File: config.mk
export PLATFORM = sky130hd
export DESIGN_NAME = masked_window_weighted_average
export DESIGN_NICKNAME = d
export VERILOG_FILES = /design/src/rtl/mwwa_pkg.sv /design/src/rtl/mwwa_queue.sv /design/src/rtl/mwwa_front.sv /design/src/rtl/mwwa_back.sv /design/src/rtl/masked_window_weighted_average.sv
export SDC_FILE = /design/constraint.sdc
export NUM_CORES = 2
export LEC_CHECK = 0
export ABC_AREA = 0
export ABC_CLOCK_PERIOD_IN_PS = 22200
export CAP_MARGIN = 15
export CORE_MARGIN = 4
export CORE_UTILIZATION = 35
export CTS_BUF_LIST = sky130_fd_sc_hd__clkbuf_8
export CTS_CLUSTER_SIZE = 24
export DETAILED_ROUTE_END_ITERATION = 6
export DONT_BUFFER_PORTS = 1
export PLACE_DENSITY = 0.45
export SLEW_MARGIN = 10
export SYNTH_ARGS = -nofsm -noshare
export SYNTH_HDL_FRONTEND = slang
export SYNTH_SLANG_ARGS = --single-unit
File: constraint.sdc
create_clock -name clk_i -period 22.2 [get_ports clk_i]
set_clock_uncertainty 0.05 [all_clocks]
set_input_delay 3.33 -clock clk_i [delete_from_list [all_inputs] [get_ports clk_i]]
set_output_delay 3.33 -clock clk_i [all_outputs]
set_load 0.01 [all_outputs]
File: src/rtl/mwwa_pkg.sv
package mwwa_pkg;

  localparam int SampleBits = 16;
  localparam int WeightBits = 16;
  localparam int MaxSlots   = 15;
  localparam int SlotW      = 4;
  localparam int HalfW      = 3;
  // 15 products of 16 x 17 signed bits
  localparam int NumBits    = SampleBits + WeightBits + 1 + 4;
  // 15 weights of at most 16 bits
  localparam int DenBits    = WeightBits + 4;
  localparam logic [WeightBits-1:0] Unity = 16'h8000;

  localparam logic [2:0] RegHalfWidth = 3'd0;

  typedef struct packed {
    logic signed [SampleBits-1:0] sample;
    logic                         first_of_series;
    logic                         last_of_series;
  } in_t;

  typedef struct packed {
    logic signed [SampleBits-1:0] smoothed;
    logic                         last_out;
  } out_t;

  // One output to compute: a snapshot of the window and its center.
  typedef struct packed {
    logic [MaxSlots-1:0][SampleBits-1:0] win;
    logic [MaxSlots-1:0]                 vld;
    logic [SlotW-1:0]                    centre;
    logic [HalfW-1:0]                    half;
    logic                                last;
  } job_t;

  typedef struct packed {
    logic full;
    logic empty;
  } q_status_t;

endpackage

File: src/rtl/mwwa_queue.sv
module mwwa_queue import mwwa_pkg::*; (
  input  logic      clk_i,
  input  logic      rst_ni,
  input  logic      push_i,
  input  job_t      push_data_i,
  input  logic      pop_i,
  output job_t      pop_data_o,
  output q_status_t status_o
);

  job_t       mem_q [2];
  logic       wptr_q, rptr_q;
  logic [1:0] count_q;

  assign status_o.full  = (count_q == 2'd2);
  assign status_o.empty = (count_q == 2'd0);
  assign pop_data_o     = mem_q[rptr_q];

  always_ff @(posedge clk_i) begin
    if (push_i) begin
      mem_q[wptr_q] <= push_data_i;
    end
  end

  always_ff @(posedge clk_i or negedge rst_ni) begin
    if (!rst_ni) begin
      wptr_q  <= 1'b0;
      rptr_q  <= 1'b0;
      count_q <= 2'd0;
    end else begin
      if (push_i) wptr_q <= ~wptr_q;
      if (pop_i)  rptr_q <= ~rptr_q;
      if (push_i && !pop_i) begin
        count_q <= count_q + 2'd1;
      end else if (pop_i && !push_i) begin
        count_q <= count_q - 2'd1;
      end
    end
  end

endmodule

File: src/rtl/mwwa_front.sv
module mwwa_front import mwwa_pkg::*; #(
  parameter int MAX_HALF_WIDTH = 7
) (
  input  logic             clk_i,
  input  logic             rst_ni,
  input  logic             in_valid_i,
  output logic             in_stall_o,
  input  in_t              in_data_i,
  input  logic [HalfW-1:0] half_width_i,
  input  q_status_t        q_status_i,
  output logic             push_o,
  output job_t             push_data_o,
  output logic             flushing_o
);

  localparam int Win  = 2 * MAX_HALF_WIDTH + 1;
  localparam int IdxW = $clog2(Win);

  typedef enum logic {F_RUN, F_FLUSH} state_e;

  state_e                 state_q;
  logic [SampleBits-1:0]  win_q [Win];
  logic [Win-1:0]         vld_q;
  logic [IdxW-1:0]        c_q;
  logic [HalfW-1:0]       hf_q;

  logic [SampleBits-1:0]  win_new [Win];
  logic [Win-1:0]         vld_new;
  logic [HalfW-1:0]       h;
  logic                   accept;

  assign h = (half_width_i > HalfW'(MAX_HALF_WIDTH)) ? HalfW'(MAX_HALF_WIDTH)
                                                      : half_width_i;
  assign in_stall_o = (state_q == F_FLUSH) || q_status_i.full;
  assign accept     = in_valid_i && !in_stall_o;
  assign flushing_o = (state_q == F_FLUSH);

  // shift the new sample in; a first mark clears the old series
  always_comb begin
    win_new[0] = in_data_i.sample;
    vld_new[0] = 1'b1;
    for (int k = 1; k < Win; k++) begin
      win_new[k] = in_data_i.first_of_series ? '0 : win_q[k-1];
      vld_new[k] = in_data_i.first_of_series ? 1'b0 : vld_q[k-1];
    end
  end

  always_comb begin
    push_data_o = '0;
    push_o      = 1'b0;
    if (state_q == F_RUN) begin
      for (int k = 0; k < Win; k++) begin
        push_data_o.win[k] = win_new[k];
        push_data_o.vld[k] = vld_new[k];
      end
      push_data_o.centre = SlotW'(h);
      push_data_o.half   = h;
      push_data_o.last   = 1'b0;
      push_o = accept && !in_data_i.last_of_series && vld_new[IdxW'(h)];
    end else begin
      for (int k = 0; k < Win; k++) begin
        push_data_o.win[k] = win_q[k];
        push_data_o.vld[k] = vld_q[k];
      end
      push_data_o.centre = SlotW'(c_q);
      push_data_o.half   = hf_q;
      push_data_o.last   = (c_q == '0);
      push_o = vld_q[c_q] && !q_status_i.full;
    end
  end

  always_ff @(posedge clk_i or negedge rst_ni) begin
    if (!rst_ni) begin
      state_q <= F_RUN;
      vld_q   <= '0;
      c_q     <= '0;
      hf_q    <= '0;
      for (int k = 0; k < Win; k++) win_q[k] <= '0;
    end else begin
      unique case (state_q)
        F_RUN: begin
          if (accept) begin
            for (int k = 0; k < Win; k++) win_q[k] <= win_new[k];
            vld_q <= vld_new;
            if (in_data_i.last_of_series) begin
              c_q     <= IdxW'(h);
              hf_q    <= h;
              state_q <= F_FLUSH;
            end
          end
        end
        F_FLUSH: begin
          if (!q_status_i.full) begin
            if (c_q == '0) begin
              vld_q   <= '0;
              for (int k = 0; k < Win; k++) win_q[k] <= '0;
              state_q <= F_RUN;
            end else begin
              c_q <= c_q - IdxW'(1);
            end
          end
        end
        default: state_q <= F_RUN;
      endcase
    end
  end

endmodule

File: src/rtl/mwwa_back.sv
module mwwa_back import mwwa_pkg::*; #(
  parameter int MAX_HALF_WIDTH = 7
) (
  input  logic                  clk_i,
  input  logic                  rst_ni,
  input  q_status_t             q_status_i,
  input  job_t                  job_i,
  output logic                  pop_o,
  input  logic [WeightBits-1:0] tap_i [1:7],
  output logic                  out_valid_o,
  input  logic                  out_stall_i,
  output out_t                  out_data_o
);

  localparam int Win  = 2 * MAX_HALF_WIDTH + 1;
  localparam int IdxW = $clog2(Win);
  localparam int CntW = $clog2(NumBits);
  localparam int ProdBits = SampleBits + WeightBits + 1;

  typedef enum logic [2:0] {B_IDLE, B_ACC, B_PREP, B_DIV, B_DONE} state_e;

  state_e                      state_q;
  job_t                        job_q;
  logic [IdxW-1:0]             k_q;
  logic signed [NumBits-1:0]   num_q;
  logic [DenBits-1:0]          den_q;
  logic [DenBits-1:0]          rem_q;
  logic [NumBits-1:0]          quot_q;
  logic [CntW-1:0]             cnt_q;
  logic                        neg_q;
  logic                        out_valid_q;
  out_t                        out_data_q;

  logic [SlotW-1:0]            tap_dist;
  logic signed [SampleBits-1:0] s;
  logic [WeightBits-1:0]       w;
  logic                        use_slot;
  logic signed [ProdBits-1:0]  prod;
  logic [DenBits:0]            rem_sh;
  logic                        fits;
  logic [NumBits-1:0]          q_signed;

  assign pop_o = (state_q == B_IDLE) && !q_status_i.empty;

  always_comb begin
    s    = job_q.win[SlotW'(k_q)];
    tap_dist = (SlotW'(k_q) > job_q.centre) ? SlotW'(k_q) - job_q.centre
                                            : job_q.centre - SlotW'(k_q);
    w    = (tap_dist == '0) ? Unity
                            : tap_i[tap_dist[2:0] == 3'd0 ? 3'd1 : tap_dist[2:0]];
    use_slot = job_q.vld[SlotW'(k_q)] && (tap_dist <= SlotW'(job_q.half)) &&
               (s != '0) && (tap_dist <= SlotW'(7));
    prod = s * $signed({1'b0, w});
  end

  assign rem_sh   = {rem_q, quot_q[NumBits-1]};
  assign fits     = (rem_sh >= {1'b0, den_q});
  assign q_signed = neg_q ? (~quot_q + NumBits'(1)) : quot_q;

  assign out_valid_o = out_valid_q;
  assign out_data_o  = out_data_q;

  always_ff @(posedge clk_i) begin
    if (pop_o) job_q <= job_i;
  end

  always_ff @(posedge clk_i or negedge rst_ni) begin
    if (!rst_ni) begin
      state_q     <= B_IDLE;
      k_q         <= '0;
      num_q       <= '0;
      den_q       <= '0;
      rem_q       <= '0;
      quot_q      <= '0;
      cnt_q       <= '0;
      neg_q       <= 1'b0;
      out_valid_q <= 1'b0;
      out_data_q  <= '0;
    end else begin
      if (state_q == B_DONE && (!out_valid_q || !out_stall_i)) begin
        out_valid_q         <= 1'b1;
        out_data_q.smoothed <= q_signed[SampleBits-1:0];
        out_data_q.last_out <= job_q.last;
      end else if (out_valid_q && !out_stall_i) begin
        out_valid_q <= 1'b0;
      end
      unique case (state_q)
        B_IDLE: begin
          if (pop_o) begin
            k_q     <= '0;
            num_q   <= '0;
            den_q   <= '0;
            state_q <= B_ACC;
          end
        end
        B_ACC: begin
          if (use_slot) begin
            num_q <= num_q + NumBits'(prod);
            den_q <= den_q + DenBits'(w);
          end
          if (k_q == IdxW'(Win - 1)) begin
            state_q <= B_PREP;
          end else begin
            k_q <= k_q + IdxW'(1);
          end
        end
        B_PREP: begin
          rem_q <= '0;
          cnt_q <= CntW'(NumBits - 1);
          if (den_q == '0) begin
            quot_q  <= '0;
            neg_q   <= 1'b0;
            state_q <= B_DONE;
          end else begin
            neg_q   <= num_q[NumBits-1];
            quot_q  <= num_q[NumBits-1] ? (~num_q + NumBits'(1)) : num_q;
            state_q <= B_DIV;
          end
        end
        B_DIV: begin
          rem_q  <= fits ? DenBits'(rem_sh - {1'b0, den_q}) : rem_sh[DenBits-1:0];
          quot_q <= {quot_q[NumBits-2:0], fits};
          if (cnt_q == '0) begin
            state_q <= B_DONE;
          end else begin
            cnt_q <= cnt_q - CntW'(1);
          end
        end
        B_DONE: begin
          if (!out_valid_q || !out_stall_i) begin
            state_q <= B_IDLE;
          end
        end
        default: state_q <= B_IDLE;
      endcase
    end
  end

endmodule

File: src/rtl/masked_window_weighted_average.sv
// Channel | Dir | Handshake                   | Payload
// --------+-----+-----------------------------+--------------------------------
// in      | in  | in_valid_i / in_stall_o     | in_data_i  (sample, first, last)
// out     | out | out_valid_o / out_stall_i   | out_data_o (smoothed, last_out)
// cfg     | in  | APB psel/penable/pwrite     | half_width, tap_weight_1..7
//
// In the back end each result goes one slot per cycle through the
// multiply-accumulate, then through a one-bit-per-cycle restoring divider.
// The front takes one sample per cycle while the two-entry job queue has room
// and it is not flushing; sustained, that is about one sample per result.
// A last mark then holds stall while it flushes, stepping the centre from
// half_width down to 0, and the flush waits while the queue is full.
// Reset clears the window, the queue and the output register; no sweep.
// The output register lets the back end start the next job under out stall.
module masked_window_weighted_average import mwwa_pkg::*; #(
  parameter int MAX_HALF_WIDTH = 7
) (
  input  logic        clk_i,
  input  logic        rst_ni,
  input  logic        in_valid_i,
  output logic        in_stall_o,
  input  in_t         in_data_i,
  output logic        out_valid_o,
  input  logic        out_stall_i,
  output out_t        out_data_o,
  input  logic        psel,
  input  logic        penable,
  input  logic        pwrite,
  input  logic [4:0]  paddr,
  input  logic [31:0] pwdata,
  output logic [31:0] prdata,
  output logic        pready
);

  // configuration registers
  logic [HalfW-1:0]      half_width_q;
  logic [WeightBits-1:0] tap_q [1:7];
  logic [2:0]            reg_idx;
  logic                  cfg_wr;

  assign pready  = 1'b1;
  assign reg_idx = paddr[4:2];
  assign cfg_wr  = psel && penable && pwrite;

  always_ff @(posedge clk_i or negedge rst_ni) begin
    if (!rst_ni) begin
      half_width_q <= HalfW'(1);
      for (int d = 1; d < 8; d++) tap_q[d] <= Unity;
    end else if (cfg_wr) begin
      if (reg_idx == RegHalfWidth) begin
        half_width_q <= pwdata[HalfW-1:0];
      end else begin
        tap_q[reg_idx] <= pwdata[WeightBits-1:0];
      end
    end
  end

  always_comb begin
    if (reg_idx == RegHalfWidth) begin
      prdata = {{(32-HalfW){1'b0}}, half_width_q};
    end else begin
      prdata = {{(32-WeightBits){1'b0}}, tap_q[reg_idx]};
    end
  end

  // front end: window and job issue
  logic      q_push, q_pop, flushing;
  job_t      q_wdata, q_rdata;
  q_status_t q_status;

  mwwa_front #(.MAX_HALF_WIDTH(MAX_HALF_WIDTH)) u_front (
    .clk_i        (clk_i),
    .rst_ni       (rst_ni),
    .in_valid_i   (in_valid_i),
    .in_stall_o   (in_stall_o),
    .in_data_i    (in_data_i),
    .half_width_i (half_width_q),
    .q_status_i   (q_status),
    .push_o       (q_push),
    .push_data_o  (q_wdata),
    .flushing_o   (flushing)
  );

  mwwa_queue u_queue (
    .clk_i       (clk_i),
    .rst_ni      (rst_ni),
    .push_i      (q_push),
    .push_data_i (q_wdata),
    .pop_i       (q_pop),
    .pop_data_o  (q_rdata),
    .status_o    (q_status)
  );

  // back end: weighted sum and division
  mwwa_back #(.MAX_HALF_WIDTH(MAX_HALF_WIDTH)) u_back (
    .clk_i       (clk_i),
    .rst_ni      (rst_ni),
    .q_status_i  (q_status),
    .job_i       (q_rdata),
    .pop_o       (q_pop),
    .tap_i       (tap_q),
    .out_valid_o (out_valid_o),
    .out_stall_i (out_stall_i),
    .out_data_o  (out_data_o)
  );

`ifndef ASSERT_OFF
  a_no_overflow: assert property (@(posedge clk_i) disable iff (!rst_ni)
    q_push |-> !q_status.full) else $error("job queue overflow");
  a_no_underflow: assert property (@(posedge clk_i) disable iff (!rst_ni)
    q_pop |-> !q_status.empty) else $error("job queue underflow");
  a_flush_stalls: assert property (@(posedge clk_i) disable iff (!rst_ni)
    flushing |-> in_stall_o) else $error("input taken during flush");
`endif

endmodule

==> results.md <==
Status:
- The flow ran to the end, but the final reports show violations.
- The checks that failed: max-slew violations.

Place:
- Summed over all nets, the half-perimeter wirelength after detailed placement is 101000 um.
- At the end of routability-driven placement, the weighted congestion stood at 0.814.
- The number of I/O port buffers is 0.

Synthesis:
- The most used flip-flop cell after synthesis is sky130_fd_sc_hd__edfxtp_1.
- The synthesized area per cell is ~12 um^2.
- Yosys printed 0 warnings.
- The post-synthesis register bit count is 1317.
- In this run the cell area of the synthesized design comes to roughly 0.067 mm^2.
- The post-synthesis async set-or-reset flop share is between 40% and 50%.
- After synthesis, flip-flops and latches occupy 54.8% of the total area.
- The count of distinct cell types in the synthesized netlist is 87.
- Summed over its instances, the top area cell type makes up 35.2% of the synthesized netlist area.
- The gate count of the mapped netlist is 5842.
- By area the synthesized netlist is led by sky130_fd_sc_hd__edfxtp_1 (35%), sky130_fd_sc_hd__dfrtp_1 (19%), sky130_fd_sc_hd__nand2_1 (7.3%), sky130_fd_sc_hd__fa_1 (6.9%), sky130_fd_sc_hd__mux2_2 (6.6%).
- Yosys mapped a number of flops with a built-in enable equal to 789.
- The largest area contributor in the synthesized netlist is sky130_fd_sc_hd__edfxtp_1.

Die:
- The floorplan step defined a die boundary enclosing 0.199 mm^2.
- After floorplanning, the core was divided into 160 placement rows.
- The count of pins on the block boundary is 114.
- For this configuration, the core starts out at a cell density of 35.3%.
- The horizontal die dimension is 447 um.
- The region available for standard cell placement spans 0.191 mm^2.
- In this run the vertical extent of the chip is roughly 450 um.

GRT:
- The met2 usage is 29.2%.
- The initial antenna violation count is 7.
- The wire length of the first global-routing pass is between 200000 and 300000 um.
- The met3 capacity usage during global routing is 2.84%.
- The via count of the first global-routing pass is 43700.
- Entering global routing, the biggest net connects 529 pins.
- After global routing, the most crowded layer is met2.
- Global routing used 16.9% of the available tracks.
- The leftover overflow at the end of global routing is 0.
- The global-route met1 utilization is a little over a fifth.

Worst hold path:
- The worst hold path was traced through 2 stages.
- The type of the most critical hold path is reg -> reg.

Worst setup path:
- On the worst path, the slowest cell contributes a delay of 760 ps.
- Data on the critical path arrives at its endpoint at between 10000 and 15000 ps.
- STA puts the critical path data required time at approximately 23000 ps.
- The element type at the critical path end is a flip-flop.
- The number of cells on the worst reg-to-reg path is 37.
- The maximum fanout encountered on the critical timing path is 45.
- The cell type with the highest occurrence count on the critical path is sky130_fd_sc_hd__fa_1.
- On the critical path, the stage with the largest delay is an instance of sky130_fd_sc_hd__clkinv_1.
- The worst setup path is of the reg -> reg kind.
- The type of element launching the critical path is a flip-flop.

Routing:
- Using the TritonRoute via totals, the vias-per-cell ratio works out to 4.93.
- For this block, the initial DRC count from the detailed router was ~2400.
- The detail route stage leaves a number of antenna-violating nets equal to 0.
- The wire length after detailed routing is 168000 um.
- The number of remaining DRC errors is 0.
- The wire length per cell after detailed routing is 19.7 um.
- The total vias in the final route is 42200.
- The length of the first detailed-routing pass in iterations is 5.

STA:
- The summed negative setup slack over all endpoints is 0 ps.
- Setup violations remaining at the end of the flow were counted as 0.
- The worst path uses 52.1% of the clock period.
- The total count of hold-check failures in the final report is 0.
- The headroom to the max-slew limit is -7.69%.
- Setup repair after global routing left no endpoint under its margin.
- Timing would allow up to 0.0865 GHz.
- The number of max-slew violations in the final report is 89.
- The time the final worst path needs with I/O delays and setup is between 10000 and 15000 ps.
- At the pin with the least slew margin, the transition time is 1620 ps.

Flow run:
- Across the run, the number of max-cap violations was 0.

Clocking:
- TritonCTS built the clock tree.
- The register clock-pin slew on the reported worst setup and hold paths is 60 ps.
- For the worst-skew pair, the clock arrives at the later sink with an insertion delay of between 900 and 1000 ps.
- The total clock buffers created by CTS is between 200 and 250.
- Gates resized during post-CTS repair numbered 0.
- The library cell used as clock root buffer is sky130_fd_sc_hd__clkbuf_8.
- The number of buffers inserted by hold repair at cts is 0.
- The level count of the clock H-tree is 4.
- The post-CTS repair timing setup buffer count is 0.
- For this design, the sink count on the clock tree is 1317.
- The maximum number of buffers from clock root to sink is 3.

Layout:
- The library cell used most frequently in the layout, excluding fill and tap cells, is sky130_fd_sc_hd__nand2_1.
- The fraction of final layout cells with drive strength greater than 1 is 14.7%.
- The number of inserted filler cells in the final layout is 18600.
- The area growth from synthesis to layout is 10.4%.
- The count of nets after finishing is 6320.
- Measured on the finished design, the core utilization comes to 39.0%.
- In the layout the commonest cells are sky130_fd_sc_hd__nand2_1 (1317), sky130_fd_sc_hd__edfxtp_1 (789), sky130_fd_sc_hd__inv_1 (528).
-- kinds of logic (layout without fill, tap and decap cells) --
logic type | Yosys count | count (layout) | synth area share (%)
mux | 507 | 507 | 9.64
buf+inv | 742 | 925 | 4.44
other cells | 2 | 22 | 0.0112
fa+ha+maj | 415 | 415 | 10.3
flops | 1317 | 1317 | 54.8
compound gates | 814 | 814 | 7.42
xor+xnor | 120 | 120 | 1.56
simple gates | 1925 | 1925 | 11.8
-- cells in the mapped netlist (36+ instances only) --
library cell and count:
sky130_fd_sc_hd__edfxtp_1 789, sky130_fd_sc_hd__fa_1 231, sky130_fd_sc_hd__a21o_1 37, sky130_fd_sc_hd__clkbuf_1 241
sky130_fd_sc_hd__a21oi_1 105, sky130_fd_sc_hd__xnor2_1 63, sky130_fd_sc_hd__mux4_2 73, sky130_fd_sc_hd__o21ai_1 56
sky130_fd_sc_hd__nor2_1 272, sky130_fd_sc_hd__inv_1 414, sky130_fd_sc_hd__dfrtp_1 520, sky130_fd_sc_hd__nand2_1 1317
sky130_fd_sc_hd__xor2_1 57, sky130_fd_sc_hd__ha_1 184, sky130_fd_sc_hd__and2_1 45, sky130_fd_sc_hd__o21ai_0 365
sky130_fd_sc_hd__nand2b_1 48, sky130_fd_sc_hd__nand3_1 98, sky130_fd_sc_hd__mux2_2 397, sky130_fd_sc_hd__mux2i_1 36
-- final cells by class --
class	instances	area (um^2)	area share (%)
Clock inverter	169	916	1.23
Antenna cell	5	12.5	0.0168
Clock buffer	260	3580	4.81
Timing Repair Buffer	71	578	0.778
Inverter	425	1600	2.16
Tap cell	2511	3140	4.23
Multi-Input combinational cell	3798	27600	37.1
Sequential cell	1317	36900	49.7
-- per-layer routing --
metal	up-vias	wire length [um]
met5	-	0
met4	0	4330
met3	251	6210
met2	624	83400
met1	21100	74200
li1	20200	-
-- per-stage QoR --
| stage | area [um^2] | hold WS [ps] | cells | worst slack [ps] |
|---|---|---|---|---|
| 2_1_floorplan | 67400 | 400 | 5857 | 5300 |
| 3_3_place_gp | 69800 | 412 | 8121 | 10610 |
| 3_5_place_dp | 69800 | 422 | 8121 | 10620 |
| 4_1_cts | 74300 | 435 | 8550 | 10570 |
| 5_1_grt | 74300 | 449 | 8553 | 9990 |
| 6_report | 74300 | 431 | 8556 | 10640 |
-- registers in the layout, indices dropped and copies added, names as in the netlist, 17 cells and up --
name,count
u_back.out_data_o,17
u_back.den_q,20
u_back.job_q,263
u_back.num_q,37
u_queue.mem_q,526
u_back.rem_q,20
u_back.quot_q,37
u_front.win_q,240
tap_q,112
-- worst paths after layout --
kind                                               from                                end  slack (ps)
setup / recovery              u_back.k_q[0]$_DFFE_PN0P_       u_back.num_q[34]$_DFFE_PN0P_       10640
hold / removal             u_front.win_q[4]$_DFFE_PN0P_       u_front.win_q[4]$_DFFE_PN0P_         430
setup reg to reg              u_back.k_q[0]$_DFFE_PN0P_       u_back.num_q[34]$_DFFE_PN0P_       10640
hold reg to reg            u_front.win_q[4]$_DFFE_PN0P_       u_front.win_q[4]$_DFFE_PN0P_         430
max in group asynchronous                        rst_ni          u_back.k_q[0]$_DFFE_PN0P_       18690
min in group asynchronous                        rst_ni  u_back.out_data_o[15]$_DFFE_PN0P_        2040
-- critical path: cells and delay by family (launching register included) --
| family | cells | cell delay [ps] |
|---|---|---|
| multiplexers | 1 | 210 |
| flip-flops | 1 | 630 |
| buffers and inverters | 9 | 1880 |
| adder cells (fa/ha/maj) | 9 | 3890 |
| AO/OA/AOI/OAI | 13 | 3970 |
| AND/OR/NAND/NOR | 5 | 730 |
Power is left out: the tool's default activity adds up to more than one toggle a clock period on the data nets, which glitch-free logic cannot reach.
